==> src/berc_pkg.sv <==
package berc_pkg;

	// Widths fixed by the report format
	localparam int unsigned OUT_WIDTH      = 48;
	localparam int unsigned BLOCK_WIDTH    = 32;
	localparam int unsigned INTERVAL_WIDTH = 16;
	localparam int unsigned CFG_IDX_WIDTH  = 1;

	// Configuration register indexes
	localparam logic [CFG_IDX_WIDTH-1:0] REG_HOLDOFF  = 1'b0;
	localparam logic [CFG_IDX_WIDTH-1:0] REG_INTERVAL = 1'b1;

	typedef logic [INTERVAL_WIDTH-1:0] interval_t;
	typedef logic [BLOCK_WIDTH-1:0]    block_num_t;
	typedef logic [OUT_WIDTH-1:0]      out_count_t;

endpackage

==> src/berc_sat_counter.sv <==
module berc_sat_counter #(
	parameter int unsigned      WIDTH       = 48,
	parameter logic [WIDTH-1:0] RESET_VALUE = '0
) (
	input  logic             clk,
	input  logic             arst_n,
	input  logic             inc,
	output logic [WIDTH-1:0] count,
	output logic [WIDTH-1:0] count_next
);

	logic [WIDTH-1:0] count_q;

	// Hold at all ones once the top is reached
	assign count_next = (inc && !(&count_q)) ? count_q + WIDTH'(1) : count_q;
	assign count      = count_q;

	always_ff @(posedge clk or negedge arst_n) begin
		if (!arst_n) begin
			count_q <= RESET_VALUE;
		end else begin
			count_q <= count_next;
		end
	end

endmodule

==> src/bit_error_rate_counter_core.sv <==
// Bit error rate counter.
// Report timing: a report is registered and appears on the output in the cycle after the block's last bit is taken.
// Throughput: one bit per clock; the output register decouples a stalled consumer
// by one report, after which input ready follows output ready.
// Reset: all running totals cleared, block number 1, holdoff 0, report interval 1.
module bit_error_rate_counter_core
	import berc_pkg::*;
#(
	parameter int unsigned COUNT_WIDTH = 48
) (
	input  logic                     clk,
	input  logic                     arst_n,
	// bit input channel
	input  logic                     in_valid,
	output logic                     in_ready,
	input  logic                     rx_bit,
	input  logic                     ref_bit,
	input  logic                     last_in_block,
	// report output channel
	output logic                     out_valid,
	input  logic                     out_ready,
	output logic [BLOCK_WIDTH-1:0]   block_number,
	output logic [OUT_WIDTH-1:0]     total_bits,
	output logic [OUT_WIDTH-1:0]     total_zeros,
	output logic [OUT_WIDTH-1:0]     total_ones,
	output logic [OUT_WIDTH-1:0]     total_errors,
	output logic [OUT_WIDTH-1:0]     space_errors,
	output logic [OUT_WIDTH-1:0]     mark_errors,
	// configuration write port
	input  logic                     cfg_we,
	input  logic [CFG_IDX_WIDTH-1:0] cfg_index,
	input  logic [INTERVAL_WIDTH-1:0] cfg_data
);

	interval_t  holdoff_q;
	interval_t  interval_q;
	interval_t  to_report_q;
	interval_t  to_report_dec;
	interval_t  reload_val;
	block_num_t block_idx;
	block_num_t block_idx_next;

	logic accept;
	logic counted;
	logic bit_err;
	logic report;
	logic out_valid_q;

	logic [COUNT_WIDTH-1:0] bits_cnt,  bits_nxt;
	logic [COUNT_WIDTH-1:0] zeros_cnt, zeros_nxt;
	logic [COUNT_WIDTH-1:0] ones_cnt,  ones_nxt;
	logic [COUNT_WIDTH-1:0] err_cnt,   err_nxt;
	logic [COUNT_WIDTH-1:0] space_cnt, space_nxt;
	logic [COUNT_WIDTH-1:0] mark_cnt,  mark_nxt;

	// Handshake
	assign in_ready  = !out_valid_q || out_ready;
	assign accept    = in_valid && in_ready;
	assign out_valid = out_valid_q;

	// Bit classification
	assign counted = block_idx > BLOCK_WIDTH'(holdoff_q);
	assign bit_err = rx_bit ^ ref_bit;

	// Block number, starts at 1 and saturates at all ones
	berc_sat_counter #(
		.WIDTH       (BLOCK_WIDTH),
		.RESET_VALUE (BLOCK_WIDTH'(1))
	) u_block_cnt (
		.clk        (clk),
		.arst_n     (arst_n),
		.inc        (accept && last_in_block),
		.count      (block_idx),
		.count_next (block_idx_next)
	);

	// Running totals
	berc_sat_counter #(.WIDTH(COUNT_WIDTH)) u_bits_cnt (
		.clk(clk), .arst_n(arst_n), .inc(accept && counted),
		.count(bits_cnt), .count_next(bits_nxt)
	);
	berc_sat_counter #(.WIDTH(COUNT_WIDTH)) u_zeros_cnt (
		.clk(clk), .arst_n(arst_n), .inc(accept && counted && !ref_bit),
		.count(zeros_cnt), .count_next(zeros_nxt)
	);
	berc_sat_counter #(.WIDTH(COUNT_WIDTH)) u_ones_cnt (
		.clk(clk), .arst_n(arst_n), .inc(accept && counted && ref_bit),
		.count(ones_cnt), .count_next(ones_nxt)
	);
	berc_sat_counter #(.WIDTH(COUNT_WIDTH)) u_err_cnt (
		.clk(clk), .arst_n(arst_n), .inc(accept && counted && bit_err),
		.count(err_cnt), .count_next(err_nxt)
	);
	berc_sat_counter #(.WIDTH(COUNT_WIDTH)) u_space_cnt (
		.clk(clk), .arst_n(arst_n), .inc(accept && counted && bit_err && !ref_bit),
		.count(space_cnt), .count_next(space_nxt)
	);
	berc_sat_counter #(.WIDTH(COUNT_WIDTH)) u_mark_cnt (
		.clk(clk), .arst_n(arst_n), .inc(accept && counted && bit_err && ref_bit),
		.count(mark_cnt), .count_next(mark_nxt)
	);

	// Report countdown; a zero interval behaves as one
	assign reload_val    = (interval_q == '0) ? INTERVAL_WIDTH'(1) : interval_q;
	assign to_report_dec = to_report_q - INTERVAL_WIDTH'(1);
	assign report        = accept && last_in_block && counted && (to_report_dec == '0);

	// Configuration and countdown registers
	always_ff @(posedge clk or negedge arst_n) begin
		if (!arst_n) begin
			holdoff_q   <= '0;
			interval_q  <= INTERVAL_WIDTH'(1);
			to_report_q <= INTERVAL_WIDTH'(1);
		end else if (cfg_we) begin
			unique case (cfg_index)
				REG_HOLDOFF: begin
					holdoff_q <= cfg_data;
				end
				REG_INTERVAL: begin
					interval_q  <= cfg_data;
					to_report_q <= (cfg_data == '0) ? INTERVAL_WIDTH'(1) : cfg_data;
				end
				default: begin
				end
			endcase
		end else if (accept && last_in_block && counted) begin
			to_report_q <= report ? reload_val : to_report_dec;
		end
	end

	// Output valid
	always_ff @(posedge clk or negedge arst_n) begin
		if (!arst_n) begin
			out_valid_q <= 1'b0;
		end else if (report) begin
			out_valid_q <= 1'b1;
		end else if (out_ready) begin
			out_valid_q <= 1'b0;
		end
	end

	// Report payload, totals include the bit just taken
	always_ff @(posedge clk) begin
		if (report) begin
			block_number <= block_idx;
			total_bits   <= OUT_WIDTH'(bits_nxt);
			total_zeros  <= OUT_WIDTH'(zeros_nxt);
			total_ones   <= OUT_WIDTH'(ones_nxt);
			total_errors <= OUT_WIDTH'(err_nxt);
			space_errors <= OUT_WIDTH'(space_nxt);
			mark_errors  <= OUT_WIDTH'(mark_nxt);
		end
	end

	// Current totals are only needed through their next values
	logic unused_cnt;
	assign unused_cnt = ^{bits_cnt, zeros_cnt, ones_cnt, err_cnt, space_cnt, mark_cnt,
		block_idx_next};

endmodule
==> config.mk <==
export PLATFORM = sky130hd
export DESIGN_NAME = bit_error_rate_counter_core
export DESIGN_NICKNAME = d
export VERILOG_FILES = /design/src/berc_pkg.sv /design/src/berc_sat_counter.sv /design/src/bit_error_rate_counter_core.sv
export SDC_FILE = /design/constraint.sdc
export NUM_CORES = 1
export LEC_CHECK = 0
export BUFFER_PORTS_ARGS = -buffer_cell sky130_fd_sc_hd__buf_4
export CORE_MARGIN = 2
export CORE_UTILIZATION = 60
export CTS_BUF_LIST = sky130_fd_sc_hd__clkbuf_8
export DETAILED_ROUTE_END_ITERATION = 16
export GPL_TIMING_DRIVEN = 1
export PLACE_DENSITY = 0.85
export SYNTH_ARGS = -nofsm -noshare
export SYNTH_HDL_FRONTEND = slang
export SYNTH_SLANG_ARGS = --single-unit
==> constraint.sdc <==
create_clock -name clk -period 7.8 [get_ports clk]
set_clock_uncertainty 0.1 [all_clocks]
set_input_delay 1.56 -clock clk [delete_from_list [all_inputs] [get_ports clk]]
set_output_delay 1.56 -clock clk [all_outputs]
set_load 0.03 [all_outputs]
* Word-level counts from Yosys, hierarchy flattened
Index checks and enable logic that the tools add are counted.
** Cells by class
- $lt $le $gt $ge :: 1
- Muxes and demuxes :: 14
- Equal/unequal tests :: 1
- Bitwise gates (word level) :: 2
- $add $sub $neg :: 8
- Reductions and logical operators :: 42
** Operator list (count)
- adder 48 x 1 -> 48 bit (second input constant) :: 6
- two-way mux 48 bit :: 6
- AND reduction 48 bit :: 6
- two-way mux 16 bit :: 6
- logical NOT 16 bit :: 3
- adder 32 x 1 -> 32 bit (second input constant) :: 1
- greater-than comparator 32 x 16 -> 1 bit :: 1
- AND reduction 32 bit :: 1
- logical AND 1 bit :: 17
- subtractor 16 x 1 -> 16 bit (second input constant) :: 1
- logical NOT 1 bit :: 9
- AND reduction 2 bit :: 3
- nonzero test 2 bit :: 2
- two-way mux 1 bit :: 2
- inequality test 2 x 1 -> 1 bit (second input constant) :: 1
- logical OR 1 bit :: 1
- NOT 1 bit :: 1
- XOR 1 bit :: 1
** Word-level totals
- Output and inout port bits :: 322
- Logic and storage cells :: 86
- Input bits :: 25
- Flip-flop bits (word level) :: 689

* Logic depth before layout (Yosys ltp)
Gate-level depths: netlist of the first run.
- Word-level depth :: 9
- Gate-level depth with buffers :: 12
- Mapped depth without buffers :: 9

* By module
A second synthesis of the first run with hierarchy kept.
** Unflattened totals
- Cells, all modules :: 2140
- Area, all modules :: 28259.6 um^2
** By module, submodules not included
- bit_error_rate_counter_core :: instances 1, sequential area each 10837.9 um^2, area each 12762.2 um^2, cells each 699
- berc_sat_counter at u_bits_cnt ... :: instances 5, sequential area each 1201.2 um^2, area each 2287.2 um^2, cells each 212
- berc_sat_counter at u_ones_cnt :: instances 1, sequential area each 1201.2 um^2, area each 2504.9 um^2, cells each 241
- berc_sat_counter at u_block_cnt :: instances 1, sequential area each 802.0 um^2, area each 1556.5 um^2, cells each 140

* Worst setup path after synthesis of the first run
OpenSTA, ideal clock, no wires.
- Path kind :: input-to-reg
- Start :: in out_ready
- End :: reg to_report_q[1]
- Path buffers :: 2
- Cell stages on the path :: 9
- Data arrival time :: 4849 ps
- Library setup time :: 126 ps
- Path slack :: 2725 ps
- Data required time :: 7574 ps
- Path through :: nand2b_1 nand2_1 a21oi_1 o31a_1 clkbuf_1 and3_4 buf_6 mux2i_1 a21oi_1
** On the way
- Cells in the longest elaborated chain, start to end :: 8
- Elaborated cells on any way between the ends :: 10
- Classes of those cells :: 3 x mux; 7 x reduce/logical
** RTL lines
- start, declared :: line bit_error_rate_counter_core.sv:21 : input logic out_ready,
- logical OR 1 bit :: line bit_error_rate_counter_core.sv:57 : assign in_ready = !out_valid_q || out_ready;
- logical AND 1 bit :: line bit_error_rate_counter_core.sv:58 : assign accept = in_valid && in_ready;
- logical AND 1 bit (3 in series) :: line bit_error_rate_counter_core.sv:106 : assign report = accept && last_in_block && counted && (to_report_dec == '0);
- named net report :: line bit_error_rate_counter_core.sv:46 : logic report;
- two-way mux 16 bit :: line bit_error_rate_counter_core.sv:127 : to_report_q <= report ? reload_val : to_report_dec;
- two-way mux 16 bit :: line bit_error_rate_counter_core.sv:126 : end else if (accept && last_in_block && counted) begin
- two-way mux 16 bit :: line bit_error_rate_counter_core.sv:114 : end else if (cfg_we) begin
- end signal, assigned :: line bit_error_rate_counter_core.sv:121 : to_report_q <= (cfg_data == '0) ? INTERVAL_WIDTH'(1) : cfg_data;
- end signal, assigned :: line bit_error_rate_counter_core.sv:127
- end, declared :: line bit_error_rate_counter_core.sv:37 : interval_t to_report_q;
The timed path passes the listed nets, and every way through them passes these cells. The select of a mux whose other input is x is not followed.
A chain may end at the register's enable or synchronous reset.

* Worst setup path in the final report of the first run
- Start :: reg u_block_cnt.count_q[14], in the netlist u_block_cnt.count[14]
- End :: reg total_bits[5] (data pin)
** On the way
- Cells in the longest elaborated chain, start to end :: 4
** RTL lines
- start, declared :: line berc_sat_counter.sv:12 : logic [WIDTH-1:0] count_q;
- start signal, assigned :: line berc_sat_counter.sv:22 : count_q <= count_next;
- greater-than comparator 32 x 16 -> 1 bit :: line bit_error_rate_counter_core.sv:62 : assign counted = block_idx > BLOCK_WIDTH'(holdoff_q);
- logical AND 1 bit :: line bit_error_rate_counter_core.sv:79 : .clk(clk), .arst_n(arst_n), .inc(accept && counted),
- logical AND 1 bit :: line berc_sat_counter.sv:15 : assign count_next = (inc && !(&count_q)) ? count_q + WIDTH'(1) : count_q;
- two-way mux 48 bit :: line berc_sat_counter.sv:15
- named net bits_nxt[5] :: line bit_error_rate_counter_core.sv:49 : logic [COUNT_WIDTH-1:0] bits_cnt, bits_nxt;
- end signal, assigned :: line bit_error_rate_counter_core.sv:146 : total_bits <= OUT_WIDTH'(bits_nxt);
- end, declared :: line bit_error_rate_counter_core.sv:23 : output logic [OUT_WIDTH-1:0] total_bits,
The timed path passes the listed nets, and every way through them passes these cells.

==> out/qor.csv, run 1 <==
metric,value,unit
status,finished clean,
Worst IR Drop VDD,0.000154,V
syn avg cell area,13.4,um^2
CTS tree,built,
max incr delay on CP,1.12,ns
clock buffer depth,3,
"FF+latch count, synth",689,
WP data required,8.12,ns
dpl ws,3.05,ns
initial DRC count,1575,
WL/cell,20.7,um
Clock power frac,0.410,
ANT nets after route,0,
reg2reg start,u_block_cnt.count[14],
Critical Path Start,u_block_cnt.count[14],
most frequent cells in the layout,"dfrtp_1, buf_4, edfxtp_1",
Final Hold Vio Count,0,
cell taking the most area after synthesis,edfxtp_1,
total wire length,65400,um
Clk Tree Root Cell,clkbuf_8,
Core Region,0.0454,mm^2
Area growth syn-to-layout,20.3,%
Hold Path Origin,u_space_cnt.count[13],
"CTS clk-pin slew, worst paths",0.07,ns
"Setup violations, final",0,
Lkg Pwr,14.7,nW
Via Count,18500,
critical path type,flop to flop,
hold path depth,1,
nets,2524,
Port Buffers,346,
post-layout worst setup margin,3.50,ns
CTS Buf Count,104,
clk_lat worst skew,0.70,ns
first-pass GRT wire length,102000,um
Pre-antenna DRT Iters,6,
Worst path most repeated cell,nand4_1,
R2R Setup Slk,3.50,ns
post-synthesis cell type count,72,
Via density,5.86,
HP Class,flop to flop,
Final GP Congestion,0.910,
worst-path cell chain,ha_1 > nand4_1 > or3_1 > a21oi_1 > o31ai_4 > buf_4 > nor3_1 > nand4_1 > xnor2_1,
number of cells on the critical path,9,
minimum clock period after layout,4.30,ns
I/O Pins,347,
DRC Markers,0,
Least-Margin Pin Slew,1.34,ns
antenna violations before repair,1,
Crit-path slowest cell,nor3_1,
"commonest non-fill, non-tap cell in the layout",dfrtp_1,
Slew Limit Fails,0,
# Post-CTS Setup Buffers,0,
RSZ-0062 raised after global routing,no,
"CP delay by family, top",simple AND/OR/NAND/NOR gates,
CP Capture Point,total_bits[5],
sequential share of the synthesized area,0.684,
synth warn,0,
final setup TNS,0,ns
reg2reg end,total_bits[5],
largest net degree at the start of global routing,168,
max-capacitance violation count,0,
switch share,0.239,
Total GRT Usage,0.277,
Syn Inst Count,2051,
part of the power in registers,0.529,
Worst Path Max Fanout,35,
nature of the critical path endpoint,flop,
switching power total,1.86,mW
die area,0.0476,mm^2
Slew HR,0.0967,
DIE WIDTH,218,um
Post-Syn Nets,2101,
top cell type's share of synthesized area,0.349,
vias in the first global route,18700,
Crit path arrival time,4.63,ns
number of enable flip-flop cells after synthesis,320,
GR Overflow Total,0,
Worst Reg-to-Reg Cells,9,
post-synthesis cell area,0.0276,mm^2
P_int,5.92,mW
layout cells sized above 1,0.216,
Buffers & Inverters on Critical Path,1,
period utilisation layout,0.552,
initial cell density of the core,0.607,
# clock sinks,689,
placed wire-length estimate,43800,um
Die Y-Extent,218,um
Power Density,235,mW/mm^2
prevailing post-synth register cell,dfrtp_1,
FMAX,232,MHz
CP startpoint kind,flop,
Synth area leaders,"edfxtp_1, dfrtp_1, xnor2_1, xor2_1, nand3_1",
Synth async-reset ratio,0.536,
Combinational Power Share,0.060,
H-tree depth,3,
fill cell count,2873,
hold buffers post-CTS,0,
Resized cells post-CTS,0,
std cell rows,78,
layout make-up:
class | instances | area, um^2 | area share
antenna | 1 | 2.50 | 0.0000755
sequential | 689 | 18800 | 0.569
tap | 600 | 751 | 0.0227
clock inverter | 73 | 584 | 0.0176
inverter | 59 | 221 | 0.00668
clock buffer | 123 | 1690 | 0.0511
timing repair buffer | 358 | 2730 | 0.0825
multi-input combinational | 1262 | 8300 | 0.251
sequential cells by signal (all words and copies together), names as in the netlist, 48 cells and up:
signal             flops
u_err_cnt.count       48
u_ones_cnt.count      48
u_mark_cnt.count      48
total_bits            48
u_space_cnt.count     48
u_zeros_cnt.count     48
total_zeros           48
space_errors          48
total_ones            48
u_bits_cnt.count      48
mark_errors           48
total_errors          48
cell families (layout without fill, tap and decap cells):
family / count (synthesis) / after routing / share of synthesized area
adder cells (fa/ha/maj): 25 / 25 / 0.0114
multiplexers: 25 / 25 / 0.0102
flip-flops: 689 / 689 / 0.684
AND/OR/NAND/NOR: 791 / 791 / 0.155
buffers and inverters: 100 / 613 / 0.0149
XOR/XNOR: 316 / 316 / 0.100
AO/OA/AOI/OAI: 105 / 105 / 0.0243
other: 0 / 1 / 0
synthesized netlist by cell type (3+ instances only):
| cell type | number |
|---|---|
| nor3_1 | 56 |
| and3_1 | 53 |
| or3_1 | 25 |
| xor2_1 | 94 |
| nand2b_1 | 3 |
| mux2_1 | 5 |
| edfxtp_1 | 320 |
| dfrtp_1 | 366 |
| clkbuf_1 | 31 |
| ha_1 | 25 |
| o21ai_0 | 32 |
| inv_1 | 58 |
| nor2_1 | 92 |
| a211oi_1 | 8 |
| nand4_1 | 103 |
| nand3_1 | 138 |
| and4_1 | 40 |
| xnor2_1 | 222 |
| a21oi_1 | 28 |
| buf_6 | 4 |
| or2_2 | 7 |
| or4_1 | 9 |
| o31a_1 | 4 |
| dfstp_2 | 3 |
| and2_1 | 20 |
| nor4_2 | 5 |
| mux2_2 | 19 |
| o31ai_1 | 4 |
| buf_2 | 4 |
| nor4_1 | 56 |
| nand2_1 | 164 |
| nor2b_1 | 3 |
layer usage:
layer  share of wire  vias up  global-route usage
li1                -     8335                   -
met1            0.39     9239               0.364
met2            0.48      823               0.438
met3           0.084      152              0.0660
met4           0.043        0               0.139
met5               0        -                   0
power by group through the flow:
stage               clock (mW)  combinational, mW  sequential, mW
floorplan                    0              0.326            4.13
global placement             0              0.436            4.17
detailed placement           0              0.464            4.18
CTS                       3.25              0.472            4.11
global route              3.42              0.536            4.13
finish                    3.19              0.470            4.12
per-stage QoR:
step                hold WS, ns  instance area, um^2  instances  utilization  total power [mW]
floorplan                 0.346                27600       2051            -              4.46
global placement          0.366                30900       2968        0.680              4.61
detailed placement        0.368                30900       2968        0.680              4.65
CTS                       0.376                33100       3164        0.730              7.84
global route              0.407                33100       3164        0.730              8.09
finish                    0.380                33100       3165        0.730              7.78
worst min path at each step:
stage                                  to  slack [ns]
floorplan             u_ones_cnt.count[8]        0.35
global placement    u_space_cnt.count[13]        0.37
detailed placement  u_space_cnt.count[13]        0.37
CTS                 u_space_cnt.count[13]        0.38
global route        u_space_cnt.count[13]        0.41
finish              u_space_cnt.count[13]        0.38
worst register-to-register path, stage by stage, from the launching register on:
cell and delay [ns]:
dfrtp_1 0.47, ha_1 0.34, nand4_1 0.18, or3_1 0.40
a21oi_1 0.54, o31ai_4 0.12, buf_4 0.31, nor3_1 1.13
nand4_1 0.25, xnor2_1 0.20
No activity file was read; power rests on OpenSTA's default activity.
==> inputs of run 2 (changes only) <==
==> constraint.sdc (replaced) <==
create_clock -name clk -period 4.3 [get_ports clk]
set_clock_uncertainty 0.1 [all_clocks]
set_input_delay 0.86 -clock clk [delete_from_list [all_inputs] [get_ports clk]]
set_output_delay 0.86 -clock clk [all_outputs]
set_load 0.03 [all_outputs]
==> out/qor.csv, run 2 (same netlist as run 1, synthesis figures left out) <==
metric,value,unit,change
status,finished clean,,
layout cells sized above 1,0.218,,+0.00259
initial DRC count,1782,,+13%
vias in the first global route,18700,,-0.40%
area of the multi-input gates,0.00831,mm^2,about the same
Final Hold Vio Count,0,,unchanged
clock buffer depth,3,,unchanged
nature of the critical path endpoint,flop,,
Worst IR Drop VDD,0.000343,V,+120%
DRC Markers,0,,unchanged
RSZ-0062 raised after global routing,no,,
nets,2541,,+0.67%
Least-Margin Pin Slew,1.12,ns,-0.223 ns
Core Region,0.0454,mm^2,unchanged
hold buffers post-CTS,0,,unchanged
std cell rows,78,,unchanged
H-tree depth,3,,unchanged
Lkg Pwr,14.7,nW,+0.35%
Worst Path Max Fanout,35,,unchanged
Register Area,0.0188,mm^2,unchanged
part of the power in registers,0.545,,+0.016
Combinational Power Share,0.063,,+0.003
CTS tree,built,,
Non-Filler Instances,3185,,+0.63%
critical path type,flop to flop,,
Via Count,18600,,+0.20%
dpl ws,0.232,ns,-2.81 ns
CTS Buf Count,106,,+1.9%
most frequent cells in the layout,"dfrtp_1, buf_4, edfxtp_1",,
CP startpoint kind,flop,,
Port Buffers,346,,unchanged
total wire length,65000,um,-0.63%
fill cell count,2886,,+0.45%
initial cell density of the core,0.607,,unchanged
GR Overflow Total,0,,unchanged
Area growth syn-to-layout,20.3,%,about the same
Via density,5.84,,-0.42%
Clock power frac,0.392,,-0.018
placed wire-length estimate,44800,um,+2.2%
max-capacitance violation count,0,,unchanged
Total GRT Usage,0.275,,-0.00273
FMAX,250,MHz,+7.7%
P_int,10.4,mW,+76%
Crit path arrival time,4.31,ns,-0.32 ns
final setup TNS,0,ns,unchanged
Power Density,413,mW/mm^2,+76%
period utilisation layout,0.929,,+0.378
Final GP Congestion,0.934,,+2.7%
first-pass GRT wire length,101000,um,-0.92%
antenna violations before repair,1,,unchanged
cell count after placement,2983,,+0.51%
Clk Tree Root Cell,clkbuf_8,,
Die Y-Extent,218,um,unchanged
I/O Pins,347,,unchanged
HP Class,input port to asynchronous set/reset pin,,
largest net degree at the start of global routing,108,,-36%
clk_lat worst skew,0.70,ns,about the same
Pre-antenna DRT Iters,6,,unchanged
WP data required,4.61,ns,-3.51 ns
Final Core Density,0.731,,about the same
"Setup violations, final",0,,unchanged
"CTS clk-pin slew, worst paths",0.06,ns,about the same
minimum clock period after layout,4.00,ns,-0.306 ns
DIE WIDTH,218,um,unchanged
Slew HR,0.245,,+0.149
WL/cell,20.4,um,-1.3%
ANT nets after route,0,,unchanged
Slew Limit Fails,0,,unchanged
switching power total,3.29,mW,+77%
# clock sinks,689,,unchanged
post-layout worst setup margin,0.304,ns,-3.19 ns
switch share,0.240,,+0.00130
post-layout power,13.7,mW,+76%
die area,0.0476,mm^2,unchanged
[run 2: repair_timing]
action,4_1_cts,5_1_grt
resized for setup,0,1
buffers inserted,0,0
endpoints found under the setup margin,0,4
[run 2: critical path, cell delays in order (launching register included)]
cell and delay (ns):
dfrtp_1 0.45, ha_1 0.33, nand4_1 0.17, or3_1 0.41, a21oi_1 0.54, o31ai_4 0.14, buf_12 0.21, nor4_2 0.91
nand4_1 0.25, xnor2_1 0.22
[run 2: worst paths after layout]
kind | cells past startpoint | endpoint | from | slack, ns
worst max register to register | 9 | total_ones[41] | u_block_cnt.count[14] | 0.30
worst min register to register | 1 | u_space_cnt.count[5] | u_space_cnt.count[5] | 0.38
min in group clk | 3 | holdoff_q[1] | cfg_data[1] | 0.33
max in group asynchronous | 2 | u_zeros_cnt.count[34] | arst_n | 2.76
worst min-delay path | 1 | to_report_q[3] | arst_n | 0.11
worst max-delay path | 9 | total_ones[41] | u_block_cnt.count[14] | 0.30
[run 2: through the flow]
| step | hold WS, ns | cell area [um^2] |
|---|---|---|
| 2_1_floorplan | 0.346 | 27600 |
| 3_3_place_gp | 0.366 | 31000 |
| 3_5_place_dp | 0.366 | 31000 |
| 4_1_cts | 0.125 | 33100 |
| 5_1_grt | 0.165 | 33200 |
| 6_report | 0.109 | 33200 |
[run 2: cell type report]
| class | instances | area share |
|---|---|---|
| sequential | 689 | 0.568 |
| tap | 600 | 0.0226 |
| inverter | 59 | 0.00668 |
| clock buffer | 131 | 0.0544 |
| timing repair buffer | 373 | 0.0869 |
| antenna | 1 | 0.0000755 |
| clock inverter | 70 | 0.0103 |
| multi-input combinational | 1262 | 0.251 |
[run 2: metal layers]
layer  track usage  up-vias  wire length [um]
li1              -     8388                 -
met1         0.369     9151             25900
met2         0.427      884             31000
met3        0.0608      164              5320
met4         0.138        0              2790
met5             0        -                 0
[run 2: power by group through the flow]
stage	logic, mW	clock network [mW]	registers, mW
5_1_grt	0.978	5.76	7.50
4_1_cts	0.864	5.46	7.45
6_report	0.864	5.36	7.46
2_1_floorplan	0.592	0	7.49
3_5_place_dp	0.857	0	7.58
3_3_place_gp	0.820	0	7.56
